### src/rtl/dqrv_pkg.sv
// Shared types and codes for the double-ended queue block.
// Used by dqrv_ctrl, dqrv_dp and the deque_with_remove_by_value top level.
package dqrv_pkg;

    // command codes carried in the input tuser
    localparam logic [3:0] FN_PUSH_FRONT = 4'd0;
    localparam logic [3:0] FN_PUSH_BACK  = 4'd1;
    localparam logic [3:0] FN_POP_FRONT  = 4'd2;
    localparam logic [3:0] FN_POP_BACK   = 4'd3;
    localparam logic [3:0] FN_REMOVE     = 4'd4;
    localparam logic [3:0] FN_CLEAR      = 4'd5;
    localparam logic [3:0] FN_LIST_ALL   = 4'd6;
    localparam logic [3:0] FN_LIST_FIRST = 4'd7;
    localparam logic [3:0] FN_LIST_LAST  = 4'd8;

    // result status codes carried in the output tuser
    localparam logic [2:0] ST_DONE   = 3'd0;
    localparam logic [2:0] ST_LISTED = 3'd1;
    localparam logic [2:0] ST_EMPTY  = 3'd2;
    localparam logic [2:0] ST_FULL   = 3'd3;
    localparam logic [2:0] ST_NONE   = 3'd4;

    // most elements a single listing returns
    localparam logic [31:0] MAX_RESULTS = 32'd32;

    typedef enum logic [10:0] {
        S_IDLE      = 11'b000_0000_0001,
        S_EXEC      = 11'b000_0000_0010,
        S_SRCH_RD   = 11'b000_0000_0100,
        S_SRCH_CMP  = 11'b000_0000_1000,
        S_SHFT_RD   = 11'b000_0001_0000,
        S_SHFT_WR   = 11'b000_0010_0000,
        S_REM_HIT   = 11'b000_0100_0000,
        S_REM_MISS  = 11'b000_1000_0000,
        S_LIST_NONE = 11'b001_0000_0000,
        S_LIST_RD   = 11'b010_0000_0000,
        S_LIST_OUT  = 11'b100_0000_0000
    } state_t;

    // controller to datapath
    typedef struct packed {
        logic       load;        // capture the input beat
        logic       exec;        // apply push, pop or clear for the held command
        logic       fill_dec;    // remove finished with a hit
        logic       ptr_clr;     // start a search at the front
        logic       list_init;   // load listing start and count
        logic       step;        // advance the walk pointer, count down
        logic       shift_wr;    // write the read-ahead element one place forward
        logic       rd_next;     // read the element behind the pointer
        logic       out_load;    // load the output register
        logic [2:0] out_status;
        logic       out_listed;  // element field takes the read data
        logic       out_last;
    } dp_cmd_t;

    // datapath to controller
    typedef struct packed {
        logic [3:0] func;
        logic       full;
        logic       empty;
        logic       list_zero;   // listing yields no element
        logic       match;       // read data equals the operand
        logic       at_end;      // pointer is on the final element
        logic       shift_end;   // one element left to move
        logic       list_one;    // one element left to list
        logic       out_free;    // output register can take a beat
    } dp_stat_t;

endpackage

### src/rtl/dqrv_ram.sv
// Generic single-write, single-read RAM with a registered read port.
// No dependencies; the queue datapath holds its ring storage here.
module dqrv_ram #(
    parameter int WIDTH = 32,
    parameter int DEPTH = 32
) (
    input  logic                     clk,
    input  logic                     we,
    input  logic [$clog2(DEPTH)-1:0] waddr,
    input  logic [WIDTH-1:0]         wdata,
    input  logic [$clog2(DEPTH)-1:0] raddr,
    output logic [WIDTH-1:0]         rdata
);

    logic [WIDTH-1:0] mem [DEPTH];
    logic [WIDTH-1:0] rdata_reg;

    always_ff @(posedge clk)
    begin
        if (we)
        begin
            mem[waddr] <= wdata;
        end
        rdata_reg <= mem[raddr];
    end

    assign rdata = rdata_reg;

endmodule

### src/rtl/dqrv_ctrl.sv
// Sequencer for the queue: decodes the held command and steps the walks
// for remove and listing. Uses dqrv_pkg for state, command and status types.
module dqrv_ctrl (
    input  logic               clk,
    input  logic               rst_n,
    input  logic               in_valid,
    output logic               in_ready,
    input  dqrv_pkg::dp_stat_t stat,
    output dqrv_pkg::dp_cmd_t  cmd
);

    dqrv_pkg::state_t state_reg, state_next;

    always_ff @(posedge clk or negedge rst_n)
    begin
        if (!rst_n)
        begin
            state_reg <= dqrv_pkg::S_IDLE;
        end
        else
        begin
            state_reg <= state_next;
        end
    end

    assign in_ready = (state_reg == dqrv_pkg::S_IDLE);

    always_comb
    begin
        state_next     = state_reg;
        cmd            = '0;
        cmd.out_status = dqrv_pkg::ST_DONE;
        cmd.out_last   = 1'b1;
        unique case (state_reg)
            dqrv_pkg::S_IDLE:
            begin
                if (in_valid)
                begin
                    cmd.load   = 1'b1;
                    state_next = dqrv_pkg::S_EXEC;
                end
            end
            dqrv_pkg::S_EXEC:
            begin
                unique case (stat.func) inside
                    dqrv_pkg::FN_REMOVE:
                    begin
                        cmd.ptr_clr = 1'b1;
                        state_next  = stat.empty ? dqrv_pkg::S_REM_MISS
                                                 : dqrv_pkg::S_SRCH_RD;
                    end
                    dqrv_pkg::FN_LIST_ALL, dqrv_pkg::FN_LIST_FIRST,
                    dqrv_pkg::FN_LIST_LAST:
                    begin
                        cmd.list_init = 1'b1;
                        state_next    = stat.list_zero ? dqrv_pkg::S_LIST_NONE
                                                       : dqrv_pkg::S_LIST_RD;
                    end
                    dqrv_pkg::FN_PUSH_FRONT, dqrv_pkg::FN_PUSH_BACK:
                    begin
                        if (stat.out_free)
                        begin
                            cmd.exec       = 1'b1;
                            cmd.out_load   = 1'b1;
                            cmd.out_status = stat.full ? dqrv_pkg::ST_FULL
                                                       : dqrv_pkg::ST_DONE;
                            state_next     = dqrv_pkg::S_IDLE;
                        end
                    end
                    default:
                    begin
                        // pops, clear and unknown codes give a plain done beat
                        if (stat.out_free)
                        begin
                            cmd.exec     = 1'b1;
                            cmd.out_load = 1'b1;
                            state_next   = dqrv_pkg::S_IDLE;
                        end
                    end
                endcase
            end
            dqrv_pkg::S_SRCH_RD:
            begin
                state_next = dqrv_pkg::S_SRCH_CMP;
            end
            dqrv_pkg::S_SRCH_CMP:
            begin
                if (stat.match)
                begin
                    state_next = stat.at_end ? dqrv_pkg::S_REM_HIT
                                             : dqrv_pkg::S_SHFT_RD;
                end
                else
                begin
                    cmd.step   = 1'b1;
                    state_next = stat.at_end ? dqrv_pkg::S_REM_MISS
                                             : dqrv_pkg::S_SRCH_RD;
                end
            end
            dqrv_pkg::S_SHFT_RD:
            begin
                cmd.rd_next = 1'b1;
                state_next  = dqrv_pkg::S_SHFT_WR;
            end
            dqrv_pkg::S_SHFT_WR:
            begin
                cmd.shift_wr = 1'b1;
                cmd.step     = 1'b1;
                state_next   = stat.shift_end ? dqrv_pkg::S_REM_HIT
                                              : dqrv_pkg::S_SHFT_RD;
            end
            dqrv_pkg::S_REM_HIT:
            begin
                if (stat.out_free)
                begin
                    cmd.fill_dec = 1'b1;
                    cmd.out_load = 1'b1;
                    state_next   = dqrv_pkg::S_IDLE;
                end
            end
            dqrv_pkg::S_REM_MISS:
            begin
                if (stat.out_free)
                begin
                    cmd.out_load   = 1'b1;
                    cmd.out_status = dqrv_pkg::ST_NONE;
                    state_next     = dqrv_pkg::S_IDLE;
                end
            end
            dqrv_pkg::S_LIST_NONE:
            begin
                if (stat.out_free)
                begin
                    cmd.out_load   = 1'b1;
                    cmd.out_status = dqrv_pkg::ST_EMPTY;
                    state_next     = dqrv_pkg::S_IDLE;
                end
            end
            dqrv_pkg::S_LIST_RD:
            begin
                state_next = dqrv_pkg::S_LIST_OUT;
            end
            dqrv_pkg::S_LIST_OUT:
            begin
                // read address holds on the pointer, so the data waits out a stall
                if (stat.out_free)
                begin
                    cmd.out_load   = 1'b1;
                    cmd.out_status = dqrv_pkg::ST_LISTED;
                    cmd.out_listed = 1'b1;
                    cmd.out_last   = stat.list_one;
                    cmd.step       = 1'b1;
                    state_next     = stat.list_one ? dqrv_pkg::S_IDLE
                                                   : dqrv_pkg::S_LIST_RD;
                end
            end
            default:
            begin
                state_next = dqrv_pkg::S_IDLE;
            end
        endcase
    end

endmodule

### src/rtl/dqrv_dp.sv
// Datapath of the queue: head and fill registers, walk pointer and count,
// ring storage in dqrv_ram, and the output register. Uses dqrv_pkg.
module dqrv_dp #(
    parameter int CAPACITY = 32
) (
    input  logic               clk,
    input  logic               rst_n,
    input  logic [3:0]         in_func,
    input  logic [31:0]        in_operand,
    input  dqrv_pkg::dp_cmd_t  cmd,
    output dqrv_pkg::dp_stat_t stat,
    input  logic               out_ready,
    output logic               out_valid,
    output logic [2:0]         out_status,
    output logic [31:0]        out_element,
    output logic [5:0]         out_occupancy,
    output logic               out_last
);

    localparam int AW = $clog2(CAPACITY);
    localparam int CW = $clog2(CAPACITY + 1);
    localparam int SW = CW + 1;

    logic [AW-1:0] head_reg, head_next;
    logic [CW-1:0] fill_reg, fill_next;
    logic [CW-1:0] ptr_reg, ptr_next;
    logic [CW-1:0] cnt_reg, cnt_next;
    logic [3:0]    func_reg;
    logic [31:0]   operand_reg;

    logic          out_valid_reg;
    logic [2:0]    out_status_reg;
    logic [31:0]   out_element_reg;
    logic [5:0]    out_occ_reg;
    logic          out_last_reg;

    logic          ram_we;
    logic [AW-1:0] ram_waddr, ram_raddr;
    logic [31:0]   ram_wdata, ram_rdata;

    logic          full, empty, is_push;
    logic [AW-1:0] head_dec;
    logic [SW-1:0] ptr_ext, ptr_inc1, ptr_inc2, fill_ext;
    logic [31:0]   lim32, n32;
    logic [CW-1:0] list_n, list_first;

    // head plus offset, wrapped once into the ring
    function automatic logic [AW-1:0] ring(input logic [AW-1:0] head, input logic [SW-1:0] ofs);
        logic [SW-1:0] sum;
        sum = SW'(head) + ofs;
        if (sum >= SW'(CAPACITY))
        begin
            sum = sum - SW'(CAPACITY);
        end
        return sum[AW-1:0];
    endfunction

    assign full     = (fill_reg == CW'(CAPACITY));
    assign empty    = (fill_reg == '0);
    assign head_dec = (head_reg == '0) ? AW'(CAPACITY - 1) : head_reg - AW'(1);
    assign ptr_ext  = SW'(ptr_reg);
    assign ptr_inc1 = ptr_ext + SW'(1);
    assign ptr_inc2 = ptr_ext + SW'(2);
    assign fill_ext = SW'(fill_reg);
    assign is_push  = (func_reg == dqrv_pkg::FN_PUSH_FRONT) ||
                      (func_reg == dqrv_pkg::FN_PUSH_BACK);

    // listing length: clamp to occupancy and to the result limit
    always_comb
    begin
        lim32 = (32'(fill_reg) > dqrv_pkg::MAX_RESULTS) ? dqrv_pkg::MAX_RESULTS
                                                        : 32'(fill_reg);
        if (func_reg == dqrv_pkg::FN_LIST_ALL)
        begin
            n32 = lim32;
        end
        else if (operand_reg[31] || operand_reg == '0)
        begin
            n32 = '0;
        end
        else
        begin
            n32 = (operand_reg < lim32) ? operand_reg : lim32;
        end
        list_n     = n32[CW-1:0];
        list_first = (func_reg == dqrv_pkg::FN_LIST_LAST) ? fill_reg - list_n : '0;
    end

    always_comb
    begin
        head_next = head_reg;
        fill_next = fill_reg;
        if (cmd.exec)
        begin
            case (func_reg)
                dqrv_pkg::FN_PUSH_FRONT:
                begin
                    if (!full)
                    begin
                        head_next = head_dec;
                        fill_next = fill_reg + CW'(1);
                    end
                end
                dqrv_pkg::FN_PUSH_BACK:
                begin
                    if (!full)
                    begin
                        fill_next = fill_reg + CW'(1);
                    end
                end
                dqrv_pkg::FN_POP_FRONT:
                begin
                    if (!empty)
                    begin
                        head_next = ring(head_reg, SW'(1));
                        fill_next = fill_reg - CW'(1);
                    end
                end
                dqrv_pkg::FN_POP_BACK:
                begin
                    if (!empty)
                    begin
                        fill_next = fill_reg - CW'(1);
                    end
                end
                dqrv_pkg::FN_CLEAR:
                begin
                    fill_next = '0;
                end
                default:
                begin
                end
            endcase
        end
        if (cmd.fill_dec)
        begin
            fill_next = fill_reg - CW'(1);
        end
    end

    always_comb
    begin
        ptr_next = ptr_reg;
        cnt_next = cnt_reg;
        if (cmd.ptr_clr)
        begin
            ptr_next = '0;
        end
        else if (cmd.list_init)
        begin
            ptr_next = list_first;
            cnt_next = list_n;
        end
        else if (cmd.step)
        begin
            ptr_next = ptr_inc1[CW-1:0];
            cnt_next = cnt_reg - CW'(1);
        end
    end

    // ring write: pushes take the operand, the remove shift takes the read-ahead
    always_comb
    begin
        ram_we    = (cmd.exec && is_push && !full) || cmd.shift_wr;
        ram_wdata = cmd.shift_wr ? ram_rdata : operand_reg;
        if (cmd.shift_wr)
        begin
            ram_waddr = ring(head_reg, ptr_ext);
        end
        else if (func_reg == dqrv_pkg::FN_PUSH_FRONT)
        begin
            ram_waddr = head_dec;
        end
        else
        begin
            ram_waddr = ring(head_reg, fill_ext);
        end
        ram_raddr = ring(head_reg, cmd.rd_next ? ptr_inc1 : ptr_ext);
    end

    dqrv_ram #(
        .WIDTH (32),
        .DEPTH (CAPACITY)
    ) u_ram (
        .clk   (clk),
        .we    (ram_we),
        .waddr (ram_waddr),
        .wdata (ram_wdata),
        .raddr (ram_raddr),
        .rdata (ram_rdata)
    );

    always_ff @(posedge clk or negedge rst_n)
    begin
        if (!rst_n)
        begin
            head_reg      <= '0;
            fill_reg      <= '0;
            out_valid_reg <= 1'b0;
        end
        else
        begin
            head_reg <= head_next;
            fill_reg <= fill_next;
            if (cmd.out_load)
            begin
                out_valid_reg <= 1'b1;
            end
            else if (out_ready)
            begin
                out_valid_reg <= 1'b0;
            end
        end
    end

    always_ff @(posedge clk)
    begin
        ptr_reg <= ptr_next;
        cnt_reg <= cnt_next;
        if (cmd.load)
        begin
            func_reg    <= in_func;
            operand_reg <= in_operand;
        end
        if (cmd.out_load)
        begin
            out_status_reg  <= cmd.out_status;
            out_element_reg <= cmd.out_listed ? ram_rdata : '0;
            out_occ_reg     <= 6'(fill_next);
            out_last_reg    <= cmd.out_last;
        end
    end

    always_comb
    begin
        stat.func      = func_reg;
        stat.full      = full;
        stat.empty     = empty;
        stat.list_zero = (list_n == '0);
        stat.match     = (ram_rdata == operand_reg);
        stat.at_end    = (ptr_inc1 >= fill_ext);
        stat.shift_end = (ptr_inc2 >= fill_ext);
        stat.list_one  = (cnt_reg == CW'(1));
        stat.out_free  = !out_valid_reg || out_ready;
    end

    assign out_valid     = out_valid_reg;
    assign out_status    = out_status_reg;
    assign out_element   = out_element_reg;
    assign out_occupancy = out_occ_reg;
    assign out_last      = out_last_reg;

endmodule

### src/rtl/deque_with_remove_by_value.sv
// Top level of the bounded double-ended queue with remove by value.
// Joins dqrv_ctrl and dqrv_dp; types and codes come from dqrv_pkg.
//
//   channel  dir  handshake          payload
//   s_axis   in   s_tvalid/s_tready  s_tuser = func, s_tdata = operand
//   m_axis   out  m_tvalid/m_tready  m_tuser = status, m_tdata = element,
//                                    occupancy, m_tlast = last
//
// One command at a time. Push, pop and clear apply and load their result in exec.
// Remove compares each element from the front; a hit closes the gap by moving each
// later one forward, read then written: the RAM has a single registered read port.
// Listing reads, then loads, each element. Input is taken again the cycle after the
// final result is loaded; m_tready low stalls the sequencer on its next beat.
// Reset clears head, fill, output valid and state; ring storage is not cleared.
module deque_with_remove_by_value #(
    parameter int CAPACITY = 32
) (
    input  logic        clk,
    input  logic        rst_n,
    input  logic        s_tvalid,
    output logic        s_tready,
    input  logic [31:0] s_tdata,   // [31:0] operand
    input  logic [7:0]  s_tuser,   // [3:0] func, [7:4] zero
    output logic        m_tvalid,
    input  logic        m_tready,
    output logic [39:0] m_tdata,   // [31:0] element, [37:32] occupancy, [39:38] zero
    output logic [7:0]  m_tuser,   // [2:0] status, [7:3] zero
    output logic        m_tlast
);

    dqrv_pkg::dp_cmd_t  cmd;
    dqrv_pkg::dp_stat_t stat;
    logic [2:0]         out_status;
    logic [31:0]        out_element;
    logic [5:0]         out_occupancy;

    dqrv_ctrl u_ctrl (
        .clk      (clk),
        .rst_n    (rst_n),
        .in_valid (s_tvalid),
        .in_ready (s_tready),
        .stat     (stat),
        .cmd      (cmd)
    );

    dqrv_dp #(
        .CAPACITY (CAPACITY)
    ) u_dp (
        .clk           (clk),
        .rst_n         (rst_n),
        .in_func       (s_tuser[3:0]),
        .in_operand    (s_tdata),
        .cmd           (cmd),
        .stat          (stat),
        .out_ready     (m_tready),
        .out_valid     (m_tvalid),
        .out_status    (out_status),
        .out_element   (out_element),
        .out_occupancy (out_occupancy),
        .out_last      (m_tlast)
    );

    assign m_tdata = {2'b00, out_occupancy, out_element};
    assign m_tuser = {5'b00000, out_status};

`ifndef SYNTH
    // never overwrite a result that is still waiting
    a_no_overwrite: assert property (@(posedge clk) disable iff (!rst_n)
        cmd.out_load |-> (!m_tvalid || m_tready))
        else $error("output register overwritten while stalled");

    // only a listed element carries a value
    a_element_zero: assert property (@(posedge clk) disable iff (!rst_n)
        (m_tvalid && m_tuser[2:0] != dqrv_pkg::ST_LISTED) |-> (m_tdata[31:0] == '0))
        else $error("nonzero element on a status beat");

    // a single-result command always ends its run
    a_status_last: assert property (@(posedge clk) disable iff (!rst_n)
        (m_tvalid && m_tuser[2:0] != dqrv_pkg::ST_LISTED) |-> m_tlast)
        else $error("status beat without last");

    // a new command is taken only after its predecessor's result is loaded
    a_accept_idle: assert property (@(posedge clk) disable iff (!rst_n)
        (s_tvalid && s_tready) |=> !s_tready)
        else $error("second command taken while one is running");
`endif

endmodule
### config.mk
export PLATFORM = sky130hd
export DESIGN_NAME = deque_with_remove_by_value
export DESIGN_NICKNAME = d
export VERILOG_FILES = /design/src/rtl/dqrv_pkg.sv /design/src/rtl/dqrv_ram.sv /design/src/rtl/dqrv_ctrl.sv /design/src/rtl/dqrv_dp.sv /design/src/rtl/deque_with_remove_by_value.sv
export SDC_FILE = /design/constraint.sdc
export NUM_CORES = 1
export LEC_CHECK = 0
export BUFFER_PORTS_ARGS = -buffer_cell sky130_fd_sc_hd__buf_2
export CAP_MARGIN = 10
export CELL_PAD_IN_SITES_DETAIL_PLACEMENT = 1
export CELL_PAD_IN_SITES_GLOBAL_PLACEMENT = 2
export CORE_MARGIN = 8
export CORE_UTILIZATION = 43
export DETAILED_ROUTE_END_ITERATION = 12
export PLACE_DENSITY_LB_ADDON = 0.15
export REMOVE_ABC_BUFFERS = 1
export SLEW_MARGIN = 0
export SYNTH_ARGS = -nofsm -noshare
export SYNTH_HDL_FRONTEND = slang
export SYNTH_HIERARCHICAL = 1
export SYNTH_SLANG_ARGS = --single-unit
### constraint.sdc
create_clock -name clk -period 4 [get_ports clk]
set_input_delay 0.8 -clock clk [delete_from_list [all_inputs] [get_ports clk]]
set_output_delay 0.8 -clock clk [all_outputs]
set_load 0.02 [all_outputs]
# --- Yosys cells after proc, flatten, opt, wreduce, memory -nomap -nowiden ---
# Memories as Yosys holds them, arrays and structs flattened. A register that Yosys moved wholly into a read port is not among the register bits.
# Index checks and enable logic that the tools add are counted.
word_totals:
  out_inout_bits: 51
  ram_bits: 1024
  memories: 1
  elab_cells: 153
  in_bits: 44
  rom_bits: 0
  latch_bits: 0
  register_bits: 113
classes:
  mul: 0
  bitwise: 1
  order_cmp: 8
  n_addsub: 15
  div_mod_pow: 0
  shifts: 0
  n_reduce_logical: 25
  muxes: 65
  n_eq_ne: 26
memory_table:
  columns: ["memory", "depth", "word_bits", "read_ports", "rd_ports_with_merged_regs", "write_ports", "line", "text"]
  rows:
  - ["u_dp.u_ram.mem", 32, 32, 1, 1, 1, "dqrv_ram.sv:15", "logic [WIDTH-1:0] mem [DEPTH];"]
op_table:
  columns: ["op", "n"]
  rows:
  - ["one-hot mux 11 bit (9 select lines)", 1]
  - ["2-to-1 mux 6 bit", 14]
  - ["2-to-1 mux 5 bit", 9]
  - ["2-to-1 mux 11 bit", 4]
  - ["== test 32 bit", 1]
  - ["zero test 32 bit", 1]
  - ["less-than comparator 32 x 6 -> 1 bit", 1]
  - ["2-to-1 mux 32 bit", 1]
  - ["subtractor 5 x 1 -> 5 bit (second input constant)", 5]
  - ["one-hot mux 11 bit (2 select lines)", 1]
  - ["greater-or-equal comparator 7 x 6 -> 1 bit (second input constant)", 3]
  - ["2-to-1 mux 7 bit", 3]
  - ["2-to-1 mux 10 bit", 2]
  - ["one-hot mux 6 bit (3 select lines)", 1]
  - ["== test 4 x 3 -> 1 bit (second input constant)", 4]
  - ["2-to-1 mux 8 bit", 2]
  - ["2-to-1 mux 1 bit", 15]
  - ["adder 5 x 6 -> 7 bit", 2]
  - ["greater-or-equal comparator 7 x 6 -> 1 bit", 2]
  - ["zero test 6 bit", 2]
  - ["2-to-1 mux 4 bit", 3]
  - ["one-hot mux 3 bit (4 select lines)", 1]
  - ["subtractor 6 x 1 -> 6 bit (second input constant)", 2]
  - ["== test 11 x 1 -> 1 bit (second input constant)", 1]
  - ["42 further kinds", 59]

# --- Longest topological paths before layout ---
# Gate-level depths: netlist of the first run.
logic_depth:
  depth_word: 10
  depth_mapped: 21
  ltp_nobuf: 20

# --- Cells and area by module ---
# Netlist of the first run, hierarchy kept.
by_module_without_submodules:
  columns: ["module", "cells_per_inst", "area_each_um2", "seq_area_each_um2", "n_inst"]
  rows:
  - ["dqrv_ram", 2260, 40492.6, 31390.1, 1]
  - ["dqrv_dp", 622, 6592.6, 2942.8, 1]
  - ["dqrv_ctrl", 124, 952.2, 276.5, 1]
  - ["deque_with_remove_by_value", 8, 56.3, 0.0, 1]

# --- Worst setup path before layout of the first run ---
# Ideal clock, no wire load.
synth_path:
  kind: "register to register"
  startpoint: "reg u_ctrl.state_reg[10]"
  endpoint: "mem u_dp.u_ram.mem[10][0], enable pin"
  arrival_ns: 3.954
  setup_slack_ns: -0.375
  n_path_buf: 3
  setup_time_ns: 0.421
  synth_period_minus_slack_ns: 4.375
  path_stages_with_launch: 12
  cell_sequence: "dfrtp_1 > clkbuf_1 > nor3_1 > and2_1 > nand3_1 > inv_1 > clkbuf_1 > clkbuf_1 > nor2_1 > a21oi_1 > or3b_2 > nor2_1"
synth_lines:
  columns: ["item", "line", "text"]
  rows:
  - ["start, declared", "dqrv_ctrl.sv:12", "dqrv_pkg::state_t state_reg, state_next;"]
  - ["start signal, assigned", "dqrv_ctrl.sv:18", "state_reg <= dqrv_pkg::S_IDLE;"]
  - ["start signal, assigned", "dqrv_ctrl.sv:22", "state_reg <= state_next;"]
  - ["end, declared", "dqrv_ram.sv:15", null]

# --- Worst setup path in the final report of the first run ---
layout_path:
  startpoint: "reg u_dp.fill_reg[1]"
  endpoint: "reg u_dp.ptr_reg[3]"
layout_via:
  elab_chain_len: 9
layout_lines:
  columns: ["item", "line", "text"]
  rows:
  - ["start, declared", "dqrv_dp.sv:25", "logic [CW-1:0] fill_reg, fill_next;"]
  - ["start signal, assigned", "dqrv_dp.sv:204", "fill_reg <= fill_next;"]
  - ["greater-than comparator 6 bit", "dqrv_dp.sv:71", "lim32 = (32'(fill_reg) > dqrv_pkg::MAX_RESULTS) ? dqrv_pkg::MAX_RESULTS"]
  - ["2-to-1 mux 6 bit", "dqrv_dp.sv:71", null]
  - ["less-than comparator 32 x 6 -> 1 bit", "dqrv_dp.sv:83", "n32 = (operand_reg < lim32) ? operand_reg : lim32;"]
  - ["2-to-1 mux 6 bit", "dqrv_dp.sv:83", null]
  - ["2-to-1 mux 6 bit", "dqrv_dp.sv:77", "else if (operand_reg[31] || operand_reg == '0)"]
  - ["2-to-1 mux 6 bit", "dqrv_dp.sv:73", "if (func_reg == dqrv_pkg::FN_LIST_ALL)"]
  - ["subtractor 6 bit *", "dqrv_dp.sv:86", "list_first = (func_reg == dqrv_pkg::FN_LIST_LAST) ? fill_reg - list_n : '0;"]
  - ["2-to-1 mux 6 bit *", "dqrv_dp.sv:86", null]
  - ["2-to-1 mux 6 bit *", "dqrv_dp.sv:149", "else if (cmd.list_init)"]
  - ["end signal, assigned", "dqrv_dp.sv:218", "ptr_reg <= ptr_next;"]
  - ["end, declared", "dqrv_dp.sv:26", "logic [CW-1:0] ptr_reg, ptr_next;"]
# Mark *: on every way between the ends. The rest lies on a longest branch, timed or not.
# A chain may end at the register's enable or synchronous reset.

==> run_results.csv, run 1 <==
group,metric,value,unit
floorplan,initial_utilization,43.4,%
timing,post-route-period-util,95.9,%
route,detail-route-antenna-nets,0,
floorplan,core,111000,um^2
timing,tightest_slew,1.11,ns
timing,maxSlewViolCount,0,
global_routing,grt_busiest_layer,"met2",
yosys,synthFlopType,"edfxtp_1",
global_routing,antenna_found_initial,8,
global_routing,grt_use_total,22.9,%
yosys,synth_area_leaders,"edfxtp_1, mux2i_1, dfxtp_1, a22oi_1, a21oi_1",
floorplan,die_area,123000,um^2
timing,fin_tns_setup,0,ns
worst_setup_path,critical-path-top-delay-family,"compound AO/OA/AOI/OAI gates",
yosys,synth-warning-count,6,
floorplan,die_y,350,um
yosys,synth_common_cells,"edfxtp_1, mux2i_1, a21oi_1, nand2_1, nand3_1",
yosys,synth_area,48100,um^2
clocking,cts-buffers-inserted,121,
global_routing,grt_pass1_vias,29500,
run,cap_violations,0,
worst_setup_path,crit_slowest_cell,"dfrtp_1",
yosys,syn-instance-count,3014,
finish,drive_above_1_share,18.3,%
power,peakVddDrop,1.23,mV
global_routing,gr-usage-met3,3.97,%
yosys,synth_top_cell_area_share,69.2,%
placement,place_congestion,0.839,
route,dr.pass1.iters,5,
timing,whs,0.101,ns
route,first_iter_violations,2198,
worst_setup_path,endpoint_kind,"flip-flop",
clocking,clk_pin_slew,0.06,ns
clocking,clock-sinks,1169,
timing,fmax,261,MHz
clocking,cts_root_buffer,"clkbuf_16",
global_routing,grt_max_degree,68,
clocking,clk_latency,0.73,ns
worst_setup_path,crit_chain,"inv_1 > ha_2 > nor4b_4 > o21ai_2 > ha_2 > nand3_1 > nand2_1 > a2111oi_4 > buf_4 > buf_4 > nand4_1 > o21ai_1 > a21o_1 > inv_1 > ha_1 > inv_1 > buf_4 > nand3_1 > or3b_4 > a21oi_1 > nor2_1 > a211oi_1",
worst_setup_path,crit_buf_inv,6,
yosys,yosysUniqueCellTypes,72,
worst_setup_path,required,4.62,ns
global_routing,grt-ovfl-total,0,
worst_setup_path,start_kind,"flip-flop",
finish,regMostFlops,"u_dp/u_ram/mem",
yosys,ys_seq_area_share,72.0,%
finish,area_growth,17.9,%
route,route.detailed.drc,0,
yosys,synth_edf_count,1108,
worst_setup_path,crit_fanout,3,
clocking,cts_buffer_depth,3,
timing,final_hold_viol_count,0,
finish,final_cell_area,56700,um^2
global_routing,grt_util_met2,38.8,%
clocking,htreeDepth,3,
floorplan,io_pins,95,
finish,largest_reg_flops,1024,
worst_setup_path,crit_path_max_incr_delay,0.38,ns
route,drt-vias-per-instance,5.70,
timing,finalSetupViolCount,0,
floorplan,die_w,350,um
floorplan,rows,122,
yosys,avgSynthCellArea,16.0,um^2
power,power.leakage,20.1,nW
route,via_count,27900,
timing,finClkSkew,0.0343,ns
clocking,cts_hold_buf,0,
worst_hold_path,hp-class,"in -> async",
placement,io_buffers,83,
status,status,"completed",
timing,fin_crit,3.83,ns
global_routing,grt_first_pass_wirelength,204,mm
worst_setup_path,path_class,"reg -> reg",
global_routing,met1_usage,30.0,%
yosys,async_flop_share,1.97,%
worst_setup_path,cp_data_arrival_time,4.45,ns
yosys,yosys.area.top_type,"edfxtp_1",
placement,placed_area,52600,um^2
finish,num-nets-final,3395,
power,powerDensity,865,nW/um^2
route,wirelength,143,mm
clocking,cts_tree,"yes",
route,post_drt_wl_per_cell,29.1,um
yosys,synth-seq-cells,1169,
timing,relSlewSlack,25.7,%
yosys,yosys.cell_count.top_type,"edfxtp_1",
placement,dp_hpwl,89.2,mm
final timing paths:
check,start,endpoint,slack (ns),depth (start not counted)
min in group clk,s_tdata[6],u_dp/operand_reg[6],0.25,1
hold reg to reg,u_dp/u_ram/rdata[14],u_dp/out_element[14],0.58,1
hold / removal,rst_n,u_dp/out_valid,0.10,1
setup reg to reg,u_dp/fill_reg[1],u_dp/ptr_reg[3],0.17,22
max in group asynchronous,rst_n,u_dp/head_reg[4],3.45,1
setup / recovery,u_dp/fill_reg[1],u_dp/ptr_reg[3],0.17,22
kinds of logic after synthesis:
group,Yosys count,share of synthesized area [%]
and+or+nand+nor,534,5.52
xor gates and xnor gates,72,1.31
AOI/OAI and AO/OA,437,6.15
buffers and inverters,207,2.29
DFF,1169,72.0
other,1,0.00780
adders and majority gates,46,1.26
muxes,548,11.5
timing repair:
action | 4_1_cts | 5_1_grt
endpoints found under the setup margin | 4 | 354
setup buffers | 0 | 7
gates resized for setup | 5 | 25
pin swaps | 1 | 11
cells in the final DEF, fill, tap and decap left out, types with 8 or more instances in the layout:
cell type,synthesis,layout
a211oi_1,9,8
a21o_1,14,14
a21oi_1,136,133
a22o_1,66,66
a22oi_1,98,98
a31oi_1,38,38
and2_1,39,36
and3_1,8,8
buf_12,0,87
buf_2,32,83
buf_4,44,161
clkbuf_1,68,33
clkbuf_16,0,122
clkbuf_8,0,14
clkinv_1,0,26
clkinv_2,0,15
dfrtp_1,22,22
dfxtp_1,38,38
edfxtp_1,1108,1108
ha_1,42,38
inv_1,35,32
mux2_2,32,32
mux2i_1,515,515
nand2_1,134,133
nand2b_1,11,8
nand3_1,118,118
nand3b_1,8,8
nand4_1,12,12
nor2_1,95,62
nor2_4,0,33
nor3_1,44,43
nor4_1,20,20
o21ai_0,31,26
xnor2_1,19,18
xor2_1,53,52
routing by layer:
metal	routed length (um)	vias up
met5	0	-
met4	4690	0
met3	8460	242
met2	69900	788
met1	59600	14600
li1	-	12300
where the power goes:
group	switching, W	internal (W)
sequential	0.000514	0.0144
clock	0.00468	0.00631
combinational	0.0141	0.00903
final cells by class:
cell class | instances | area [um^2]
well taps | 1488 | 1860
flip-flops and latches | 1169 | 34600
clock buffers | 169 | 3370
multi-input cells | 1644 | 12800
inverters | 37 | 139
fillers | 10500 | 54100
repair buffers | 332 | 3380
clock inverters | 57 | 526
diodes | 3 | 7.51
metrics by stage:
stage	utilization, %	setup WS [ns]	instances	power (W)
6_report	51.1	0.166	4899	0.0490
5_1_grt	51.1	-0.0134	4896	0.0513
4_1_cts	51.0	0.00637	4889	0.0493
3_5_place_dp	47.5	-0.245	4663	0.0382
3_3_place_gp	47.5	-0.238	4663	0.0378
2_1_floorplan	-	-13.89	2850	0.0228
Power figures use the tool's default switching activity.
==> run 2: changes to the inputs <==
Settings changed: CORE_ASPECT_RATIO from default to 1.5.
==> run_results.csv, run 2 (synthesis gave the netlist of run 1 again) <==
group,metric,value,unit
status,status,"completed",
route,first_iter_violations,1791,
clocking,cts_root_buffer,"clkbuf_16",
worst_setup_path,cp_data_arrival_time,4.58,ns
timing,finClkSkew,0.0305,ns
global_routing,grt_max_degree,57,
timing,relSlewSlack,40.6,%
timing,whs,0.141,ns
worst_hold_path,hp-class,"in -> async",
worst_setup_path,start_kind,"flip-flop",
placement,dp_hpwl,92.9,mm
route,wirelength,146,mm
finish,multi_input_area,12800,um^2
timing,fin_crit,3.91,ns
timing,maxSlewViolCount,0,
finish,final_cell_mix,"edfxtp_1, mux2i_1, buf_4",
worst_setup_path,endpoint_kind,"flip-flop",
placement,placed_area,52800,um^2
power,p_clk_share,21.7,%
clocking,cts_buffer_depth,3,
clocking,clk_pin_slew,0.06,ns
global_routing,grt-ovfl-total,0,
placement,io_buffers,83,
finish,num-nets-final,3401,
finish,register_area,34600,um^2
floorplan,rows,150,
placement,place_ws,-0.168,ns
timing,final_hold_viol_count,0,
timing,finalSetupViolCount,0,
clocking,htreeDepth,3,
floorplan,initial_utilization,43.2,%
global_routing,grt_use_total,23.6,%
finish,largest_reg_flops,1024,
power,p_sw_share,39.3,%
finish,fill_cells,10500,
route,via_count,28100,
finish,final_cell_area,56600,um^2
timing,fin_ws,0.0885,ns
placement,place_congestion,0.863,
power,power.leakage,20.1,nW
timing,tightest_slew,0.890,ns
power,switchingPower,0.0193,W
worst_setup_path,path_class,"reg -> reg",
floorplan,die_area,123000,um^2
route,dr.pass1.iters,7,
run,cap_violations,0,
floorplan,core,111000,um^2
clocking,cts-buffers-inserted,110,
clocking,cts_tree,"yes",
global_routing,grt_first_pass_wirelength,210,mm
global_routing,grt_pass1_vias,30100,
timing,post-route-period-util,97.8,%
finish,area_growth,17.7,%
finish,utilization,50.8,%
floorplan,die_y,426,um
worst_setup_path,required,4.67,ns
clocking,clock-sinks,1169,
power,powerDensity,869,nW/um^2
power,peakVddDrop,0.767,mV
route,drt-vias-per-instance,5.80,
route,post_drt_wl_per_cell,30.2,um
finish,regMostFlops,"u_dp/u_ram/mem",
route,detail-route-antenna-nets,0,
finish,drive_above_1_share,18.7,%
route,route.detailed.drc,0,
global_routing,antenna_found_initial,4,
floorplan,die_w,289,um
power,total_power,0.0492,W
power,p_int,0.0299,W
worst_setup_path,crit_fanout,3,
clocking,clk_latency,0.73,ns
floorplan,io_pins,95,
power,comb_power_share,48.0,%
power,pwr-share-seq,30.4,%
finish,final_common_cell,"edfxtp_1",
finish,n_antenna_cell,0,
timing,fmax,256,MHz
==> run 2: changes by cell type in the layout (fill, tap and decap cells not counted), moves of 4 or more <==
| cell | change |
|---|---|
| clkbuf_8 | -11 |
| clkbuf_16 | -10 |
| clkinv_2 | +4 |
| inv_6 | +4 |
| buf_12 | +4 |
| clkbuf_1 | -16 |
| bufinv_16 | +7 |
| buf_4 | +13 |
==> run 2: path summary, 6_finish.rpt <==
check                                 endpoint           startpoint  cells past startpoint  slack (ns)
max                            u_dp/ptr_reg[4]     u_dp/fill_reg[0]                     22        0.09
min                        u_ctrl/state_reg[9]                rst_n                      1        0.14
max reg2reg                    u_dp/ptr_reg[4]     u_dp/fill_reg[0]                     22        0.09
min reg2reg                u_ctrl/state_reg[3]  u_ctrl/state_reg[2]                      2        0.59
max in group asynchronous     u_dp/fill_reg[3]                rst_n                      1        3.32
min in group clk              u_dp/func_reg[0]           s_tuser[0]                      1        0.25
==> run 2: metal layers <==
metal | up-vias | global-route usage, % | wire length, um
met5 | - | 0 | 0
met1 | 14900 | 28.7 | 58600
met3 | 224 | 2.84 | 6090
met4 | 0 | 7.30 | 4110
li1 | 12300 | - | -
met2 | 729 | 43.2 | 77400
==> run 2: stage by stage <==
step | cells | TNS, ns
detailed placement | 4638 | -0.278
finish | 4848 | 0
floorplan | 2850 | -1027.86
global placement | 4638 | -0.418
CTS | 4844 | 0
global route | 4848 | -0.0343
==> run 2: timing repair <==
item                                    CTS  global route
hold buffers                              0             0
pin swaps                                 2            11
endpoints found under the setup margin    4           194
buffers inserted                          1             4
gates resized for setup                   5            31
==> run 2: cell type report <==
cell class | count | share of cell area [%]
multi-input cells | 1644 | 22.7
repair buffers | 349 | 6.29
well taps | 1444 | 3.19
inverters | 37 | 0.245
flip-flops and latches | 1169 | 61.2
clock buffers | 132 | 5.14
clock inverters | 73 | 1.30
==> run 2: worst max-delay path, stage by stage (launching register included) <==
cell,delay [ns]
dfrtp_1,0.40
inv_2,0.09
ha_4,0.13
nor4b_4,0.27
o21ai_2,0.12
ha_2,0.18
nand3_2,0.07
nand2_2,0.06
a2111oi_4,0.44
buf_4,0.20
buf_4,0.10
a2111oi_0,0.09
a211oi_1,0.30
buf_4,0.19
ha_4,0.19
buf_4,0.14
nand2b_1,0.07
a21oi_1,0.07
nor2_1,0.13
xnor2_1,0.13
nand3_1,0.13
a21oi_1,0.20
o21a_1,0.13
==> run 2: power groups by stage <==
| stage | Combinational (W) | Sequential, W | Clock [W] |
|---|---|---|---|
| floorplan | 0.00783 | 0.0150 | 0 |
| global placement | 0.0231 | 0.0152 | 0 |
| detailed placement | 0.0234 | 0.0152 | 0 |
| CTS | 0.0235 | 0.0149 | 0.0109 |
| global route | 0.0251 | 0.0150 | 0.0113 |
| finish | 0.0236 | 0.0149 | 0.0107 |
